$ cat src/rtl/mepe_pkg.sv
`default_nettype none
// ----------------------------------------------------------------------------
// mepe_pkg: shared types and constants
// Widths, register map and reset values for the MED prediction error block.
// ----------------------------------------------------------------------------
package mepe_pkg;

  localparam int PIXEL_W    = 8;
  localparam int ERR_W      = 9;
  localparam int WIDTH_W    = 13;
  localparam int APB_DATA_W = 32;
  localparam int CFG_ADDR_W = 3;

  localparam logic [WIDTH_W-1:0] IMAGE_WIDTH_RESET = 13'd512;

  // Register index, taken from the top word address bit of paddr
  typedef enum logic {
    REG_IMAGE_WIDTH = 1'b0,
    REG_NONE        = 1'b1
  } reg_index_t;

endpackage
`default_nettype wire

$ cat src/rtl/mepe_cfg.sv
`default_nettype none
// ----------------------------------------------------------------------------
// mepe_cfg: configuration registers
// APB-style slave holding the image width register.
// ----------------------------------------------------------------------------
module mepe_cfg (
  input  wire logic                                 clk,
  input  wire logic                                 rst,
  input  wire logic                                 psel,
  input  wire logic                                 penable,
  input  wire logic                                 pwrite,
  input  wire logic [mepe_pkg::CFG_ADDR_W-1:0]      paddr,
  input  wire logic [mepe_pkg::APB_DATA_W-1:0]      pwdata,
  output logic      [mepe_pkg::APB_DATA_W-1:0]      prdata,
  output logic                                      pready,
  output logic      [mepe_pkg::WIDTH_W-1:0]         image_width
);

  mepe_pkg::reg_index_t reg_sel;
  logic                 wr_en;

  assign reg_sel = mepe_pkg::reg_index_t'(paddr[mepe_pkg::CFG_ADDR_W-1]);
  assign pready  = 1'b1;
  assign wr_en   = psel && penable && pwrite;

  always_ff @(posedge clk) begin
    if (rst) begin
      image_width <= mepe_pkg::IMAGE_WIDTH_RESET;
    end else if (wr_en && (reg_sel == mepe_pkg::REG_IMAGE_WIDTH)) begin
      image_width <= pwdata[mepe_pkg::WIDTH_W-1:0];
    end
  end

  always_comb begin
    unique case (reg_sel)
      mepe_pkg::REG_IMAGE_WIDTH:
        prdata = {{(mepe_pkg::APB_DATA_W-mepe_pkg::WIDTH_W){1'b0}}, image_width};
      default:
        prdata = '0;
    endcase
  end

endmodule
`default_nettype wire

$ cat config.mk
export PLATFORM = sky130hd
export DESIGN_NAME = mepe_cfg
export DESIGN_NICKNAME = d
export VERILOG_FILES = /design/src/rtl/mepe_pkg.sv /design/src/rtl/mepe_cfg.sv
export SDC_FILE = /design/constraint.sdc
export NUM_CORES = 1
export LEC_CHECK = 0
export ABC_AREA = 1
export BUFFER_PORTS_ARGS = -buffer_cell sky130_fd_sc_hd__buf_2
export CORE_MARGIN = 10
export CORE_UTILIZATION = 35
export CTS_CLUSTER_DIAMETER = 30
export CTS_CLUSTER_SIZE = 12
export DETAILED_ROUTE_END_ITERATION = 16
export PLACE_DENSITY = 0.8
export SYNTH_ARGS = -nofsm -noshare
export SYNTH_HDL_FRONTEND = slang
export SYNTH_SLANG_ARGS = --single-unit
$ cat constraint.sdc
create_clock -name clk -period 0.98 [get_ports clk]
set_clock_uncertainty 0.1 [all_clocks]
set_input_delay 0.098 -clock clk [delete_from_list [all_inputs] [get_ports clk]]
set_output_delay 0.098 -clock clk [all_outputs]
set_load 0.01 [all_outputs]
==> metrics <==
Post-Syn Instances=137; DRT iter0 DRCs=7; via count=833; Residual DRC=0; IO Pins=86; fin crit share=1.094; max reg flops=13; Via density=3.893; Ys Warns=0; Seq/Total Area, Yosys=0.3100; Avg WL per Cell=10.68 microns; Post-DP HPWL=1810 microns; violated checks=setup timing; PD cells=1008 nW/um^2; multi-input logic area=372.9 sq um; area grow syn2layout=35.92%; WL final=2286 microns; CORE AREA=2255 sq um; Site Rows=17; total grt overflow=0; CP Max Fanout=3; die area=4758 sq um; clk buf depth=2; RD Place Congestion=0.6258; hold slack=36.19 ps; IO Port Bufs=44; die extent in x=68.98 microns; CP Data Arrival Time=870 ps; Distinct cells, synth=12; die height=68.98 microns; Synth Flop Type=dfxtp_1; # nets final=227; worst r2r src=image_width[0]$_SDFFE_PP0P_; Leak=0.6664 nW; Initial Util=0.3724; area leader, netlist=dfxtp_1; Synth area leaders=dfxtp_1 31%, buf_4 20%, nor2_1 17%, inv_1 13%, nand3_1 7.7%; Reg clk slew, reported paths=80 ps; TritonCTS Sinks=13; largest net degree at the start of global routing=14; Num CTS Buffers=3; Final Hold Violating Endpoints=0; initial antenna violation count=0; Post-synth EDFFs=0; startpoint types=flop; Fmax achieved=933.0 MHz; Yosys top cell area share=0.3100; Setup CP Type=reg2out; Filler cells=263; Reg area=276.5 sq um; Post-synth top cells=38 x nor2_1, 28 x inv_1, 22 x buf_4, 14 x nand2_1; top-count cell post-synth=nor2_1; fin area=1141 sq um; Clock Tree Root=clkbuf_4; crit path from=image_width[8]$_SDFFE_PP0P_; top flop regs=image_width: 13 flops; Clock H-tree levels=1; Netlist Area Pre-Place=839.6 sq um; Avg Cell Area, Syn=6.128 sq um; hold path startpoint=pwdata[1]; vias in the first global route=792; setup violators final=16; hold crit path type=in2reg; ys async rst share=0; share of post-route cells with drive strength above 1=0.4677; Max VDD drop=0.5770 mV; WP data required=780 ps; Clock Latency Late Sink=260 ps; antenna-violating nets left=0; run status=finished, violations left; final-report max-slew violation count=0; CP endpoint kind=output port; Max-Cap Viols=0; Antenna diodes=0; post-route minimum period=1072 ps; first drt pass iteration count=4; Overall Global Routing Usage=0.09061; flops & latches, synth=13; first-pass GRT wire length=3367 microns; RSZ-0062 raised after global routing=true; CTS tree=done; Post-DP Area=1005 sq um; setup ws final=-91.80 ps; Largest Register=image_width
-- where the power goes --
part	internal, mW	total [mW]	leakage (nW)	switching [mW]
logic	0.106	0.261	0.541	0.156
clock network	0.157	0.324	0.0150	0.166
registers	0.550	0.566	0.111	0.0158
total	0.813	1.15	0.666	0.338
-- kinds of logic after synthesis --
family          share of synthesized area
simple gates                       0.3309
compound gates                   0.005956
flops                              0.3100
buf+inv                            0.3443
other cells                      0.008945
-- per-layer routing --
metal  track usage  share of wire  up-vias
met4       0.02956         0.0057        0
met5             0              0        -
met1       0.09372           0.35      348
met3       0.03382           0.13        2
li1              -              -      447
met2        0.1644           0.51       36
-- cell usage in the layout, fill, tap and decap left out --
cell           instances
nor2_4                 1
dfxtp_2               13
inv_2                 12
nor2_1                32
o21ai_0                1
conb_1                20
inv_1                 17
clkbuf_4               3
nand3_1               13
nand2_2                1
dlygate4sd3_1          1
buf_4                  5
clkbuf_1               1
nor2_2                 6
buf_2                 39
nand2_1               14
buf_6                  7
-- worst max-delay path, stage by stage (launching register included) --
cell     delay (ps)
dfxtp_2         360
inv_2            40
nor2_2           80
buf_2           130
-- cell type report --
| class | instances | area share |
|---|---|---|
| Tap cell | 28 | 0.03070 |
| Timing Repair Buffer | 52 | 0.2818 |
| Sequential cell | 13 | 0.2423 |
| Inverter | 29 | 0.09539 |
| Multi-Input combinational cell | 88 | 0.3268 |
| Clock buffer | 4 | 0.02303 |
-- worst paths after layout --
kind	cells past startpoint	endpoint	slack (ps)
hold reg to reg	2	image_width[3]$_SDFFE_PP0P_	400
hold / removal	5	image_width[1]$_SDFFE_PP0P_	40
setup / recovery	3	prdata[8]	-90
setup reg to reg	3	image_width[0]$_SDFFE_PP0P_	200
-- what timing repair did --
| item | CTS | global route |
|---|---|---|
| hold buffers | 1 | 0 |
| resized for setup | 16 | 21 |
| gates cloned | 0 | 0 |
| setup buffers | 0 | 4 |
| setup endpoints to repair | 14 | 20 |
| pin swaps | 0 | 7 |
| endpoints found under the hold margin | 1 | 0 |
-- through the flow --
step | setup slack [ps] | power, mW | instances | setup TNS (ps) | util
floorplan | 147.5 | 0.7745 | 155 | 0 | -
global placement | -54.18 | 0.8003 | 205 | -611.1 | 0.4456
detailed placement | -60.49 | 0.8029 | 205 | -678.4 | 0.4456
CTS | -85.34 | 1.131 | 210 | -928.7 | 0.4689
global route | -165.3 | 1.232 | 214 | -2158 | 0.5061
finish | -91.80 | 1.151 | 214 | -1045 | 0.5061
Note: power is estimated with default switching activity, not from simulation.
