`src/rtl/mepe_pkg.sv`:
```
`default_nettype none
// ----------------------------------------------------------------------------
// mepe_pkg: shared types and constants
// Widths, register map and reset values for the MED prediction error block.
// ----------------------------------------------------------------------------
package mepe_pkg;

  localparam int PIXEL_W    = 8;
  localparam int ERR_W      = 9;
  localparam int WIDTH_W    = 13;
  localparam int APB_DATA_W = 32;
  localparam int CFG_ADDR_W = 3;

  localparam logic [WIDTH_W-1:0] IMAGE_WIDTH_RESET = 13'd512;

  // Register index, taken from the top word address bit of paddr
  typedef enum logic {
    REG_IMAGE_WIDTH = 1'b0,
    REG_NONE        = 1'b1
  } reg_index_t;

endpackage
`default_nettype wire

```
`src/rtl/mepe_med_unit.sv`:
```
`default_nettype none
// ----------------------------------------------------------------------------
// mepe_med_unit: median edge detector
// Forms the even-rounded MED prediction and the pixel error.
// ----------------------------------------------------------------------------
module mepe_med_unit (
  input  wire logic        [mepe_pkg::PIXEL_W-1:0]  left,
  input  wire logic        [mepe_pkg::PIXEL_W-1:0]  upper,
  input  wire logic        [mepe_pkg::PIXEL_W-1:0]  upper_left,
  input  wire logic        [mepe_pkg::PIXEL_W-1:0]  pixel,
  output logic             [mepe_pkg::PIXEL_W-1:0]  predicted,
  output logic signed      [mepe_pkg::ERR_W-1:0]    error
);

  logic [mepe_pkg::PIXEL_W-1:0] lo;
  logic [mepe_pkg::PIXEL_W-1:0] hi;
  logic [mepe_pkg::PIXEL_W-1:0] grad;
  logic [mepe_pkg::PIXEL_W-1:0] med;

  always_comb begin
    lo   = (left < upper) ? left : upper;
    hi   = (left < upper) ? upper : left;
    // Planar case lies strictly between lo and hi, so the wrapped sum is exact
    grad = left + upper - upper_left;
    priority if (upper_left <= lo) begin
      med = hi;
    end else if (upper_left >= hi) begin
      med = lo;
    end else begin
      med = grad;
    end
    // Round down to even
    predicted = {med[mepe_pkg::PIXEL_W-1:1], 1'b0};
    error     = $signed({1'b0, pixel} - {1'b0, predicted});
  end

endmodule
`default_nettype wire

```
`config.mk`:
```
export PLATFORM = sky130hd
export DESIGN_NAME = mepe_med_unit
export DESIGN_NICKNAME = d
export VERILOG_FILES = /design/src/rtl/mepe_pkg.sv /design/src/rtl/mepe_med_unit.sv
export SDC_FILE = /design/constraint.sdc
export NUM_CORES = 1
export LEC_CHECK = 0
export CAP_MARGIN = 15
export CORE_UTILIZATION = 46
export DETAILED_ROUTE_END_ITERATION = 12
export DONT_BUFFER_PORTS = 1
export SYNTH_ARGS = -nofsm -noshare
export SYNTH_HDL_FRONTEND = slang
export SYNTH_SLANG_ARGS = --single-unit
```
`constraint.sdc`:
```
create_clock -name vclk -period 5.85
set_input_delay 0.2925 -clock vclk [all_inputs]
set_output_delay 0.2925 -clock vclk [all_outputs]
set_load 0.05 [all_outputs]
```
==> metrics.md <==
| Metric | Value |
|---|---|
| Sequential power share | 0 |
| Synth Cell Area | around 1800 µm² |
| Syn Inst Count | 231 |
| Fin Hold WS | a little under 600 ps |
| Slew headroom | 0.5734 |
| Setup-failing EPs final | 0 |
| Cts hold-fix bufs | 0 |
| Die width | 64.06 µm |
| CORE AREA | roughly 3700 µm² |
| # DRC | 0 |
| RSZ-0062 raised after global routing | false |
| Largest net degree at the start of global routing | 31 |
| Leak | between 0.0009 and 0.001 µW |
| Total GRT Usage | 0.2026 |
| Cts repair resizes | 0 |
| Final sequential cell count | 0 |
| Max Clk Rate | around 0.19 GHz |
| Drt total wl | 3840 µm |
| Cell-internal power | between 200 and 250 µW |
| Crit-path max cell delay | 420 ps |
| Share of the synthesized area in the top cell type | 0.2401 |
| Vias in the first global route | about 1500 |
| Worst setup EP type | output port |
| Yosys top cell by area | ha_1 |
| Util after Layout | 0.5180 |
| Slowest cell on the critical path | fa_1 |
| Non-Filler Instances | between 200 and 300 |
| Final nets | 312 |
| Critical path, cell by cell | inv_1 -> ha_1 -> a211o_1 -> a31oi_4 -> o21a_4 -> nor2_1 -> a21oi_1 -> ha_1 -> a21oi_1 -> o21ai_0 -> a21oi_1 -> o211ai_4 -> nor2_8 -> mux2_2 -> mux2i_4 -> ha_1 -> inv_1 -> fa_1 -> o21bai_1 -> o22ai_1 -> a211o_1 -> a21oi_1 -> xor2_2 -> buf_4 |
| Period utilization | 0.9229 |
| Status | complete, no violations |
| GP Congestion | between 0.8 and 0.9 |
| Top cells by area, synth | ha_1 24%, fa_1 9.0%, inv_1 8.3% |
| First DRT Iteration DRCs | 35 |
| Clk pwr share | 0 |
| Vias post-DR | 1499 |
| Critical path arrival | slightly above 5000 ps |
| CLK BUF | 0 |
| Layout fillers | around 400 |
| Most common cell on crit path | a21oi_1 |
| CP startpoint kind | input port |
| Share of layout cells above drive strength 1 | 0.1568 |
| Initial antenna violation count | 0 |
| Crit Path Category | input port to output port |
| Initial core utilization | 0.4803 |
| Mapped Nets | 305 |
| Switching share of power | 0.6513 |
| Distinct cells, synth | 51 |
| Die height | 64.06 µm |
| Crit Path Max Fanout | 30 |
| Number of max-cap violations | 0 |
| Switching pwr | 426.2 µW |
| Slew at the pin closest to its max-slew limit | between 600 and 700 ps |
| Remaining antenna violation count | 0 |
| Sequential share of the synthesized area | 0 |
| Diode count | 0 |
| Max-slew violation count | 0 |
| Footprint of the multi-input gates | 1622 µm² |
| Gate power share | 1.000 |
| Placed insts | between 200 and 300 |
| Drt pass-1 iters | 4 |
| Sequential cell area | 0 µm² |
| Pwr per Cell Area | around 340 nW/µm² |
| Synth warn | 0 |
| Hold Violations, Final | 0 |
| Global-route wire length before repair | between 6000 and 7000 µm |
| Vias/cell | around 5.3 |
| CP bufs+invs | 3 |
| Num ports | between 40 and 50 |
| Buffer count from post-CTS setup fixing | 0 |
| Min Tclk post-route | 5399 ps |
| I/O Buffers | 0 |
| GRT overflow | 0 |
| # rows | 22 |
| Final HPWL DP | roughly 3500 µm |
| Max VDD drop | 0.2213 mV |
| Family with the most delay on the worst path | compound AO/OA/AOI/OAI gates |
| Worst hold path type | input port to output port |
| Layout area overhead | 7.839% |
| Post-DR wirelength/cell | between 10 and 15 µm |
| DIE AREA | between 4000 and 5000 µm² |
| Worst endpoint required time | ~5600 ps |
| Fin Setup TNS | 0 ps |
| Syn avg cell area | 7.670 µm² |
layout make-up:
type | count | share of cell area
Tap cell | 48 | 0.03143
Multi-Input combinational cell | 186 | 0.8487
Timing Repair Buffer | 11 | 0.04322
Inverter | 39 | 0.07662
synthesized netlist by cell type, types with 2 or more instances:
library cell,instances
o21ai_0,5
ha_1,34
xor2_1,4
nor2b_1,2
o21bai_1,2
a21oi_1,25
nor3_1,2
buf_4,2
o21ai_1,2
a21o_1,4
a21oi_2,3
mux2i_1,6
nand3_1,6
mux2_2,3
nand2_1,7
buf_6,2
o21a_1,2
nand2b_1,5
and3_1,2
nor2_1,21
fa_1,8
inv_1,39
xnor2_1,10
o21ai_2,2
a31oi_1,3
a211o_1,5
cell usage in the layout, fill, tap and decap left out, drive strengths merged, types with 3 or more instances in the layout:
cell type  synthesis  layout
inv               39      39
ha                34      34
a21oi             28      28
nor2              24      24
buf                5      11
xnor2             10      10
o21ai              9       9
fa                 8       8
nand2              7       7
nand3              6       6
mux2i              6       6
a211o              5       5
nand2b             5       5
a21o               4       4
mux2               4       4
xor2               4       4
a31oi              4       4
o21a               3       3
nor2b              3       3
final timing paths:
| path | cells past startpoint | startpoint | to | slack (ps) |
|---|---|---|---|---|
| max | 24 | upper[2] | error[7] | 450 |
| min | 0 | pixel[0] | error[0] | 590 |
through the flow:
step	instance area (µm²)	setup WS, ps	power [µW]
final	1911	450.9	654.3
after global routing	1911	16.76	711.6
after CTS	1911	442.4	660.4
after detailed placement	1911	481.1	657.5
after global placement	1911	510.4	657.2
after floorplan	1813	-105.3	545.2
logic make-up after synthesis:
kind of cell             share of synthesized area
AO/OA/AOI/OAI                               0.2465
AND/OR/NAND/NOR                             0.1759
XOR/XNOR                                   0.06920
multiplexers                               0.06144
adder cells (fa/ha/maj)                     0.3369
other                                     0.002117
buffers and inverters                       0.1080
power groups by stage:
stage                     registers [µW]  clock network [µW]  logic, µW
final                                  0                   0        654
after global routing                   0                   0        712
after CTS                              0                   0        660
after detailed placement               0                   0        657
after global placement                 0                   0        657
after floorplan                        0                   0        545
per-layer routing:
| metal | share of wire | global-route usage | vias to the layer above |
|---|---|---|---|
| li1 | - | - | 799 |
| met1 | 0.46 | 0.2680 | 663 |
| met2 | 0.48 | 0.3684 | 35 |
| met3 | 0.049 | 0.01250 | 2 |
| met4 | 0.011 | 0.01989 | 0 |
| met5 | 0 | 0 | - |
Power figures use the tool's default switching activity.
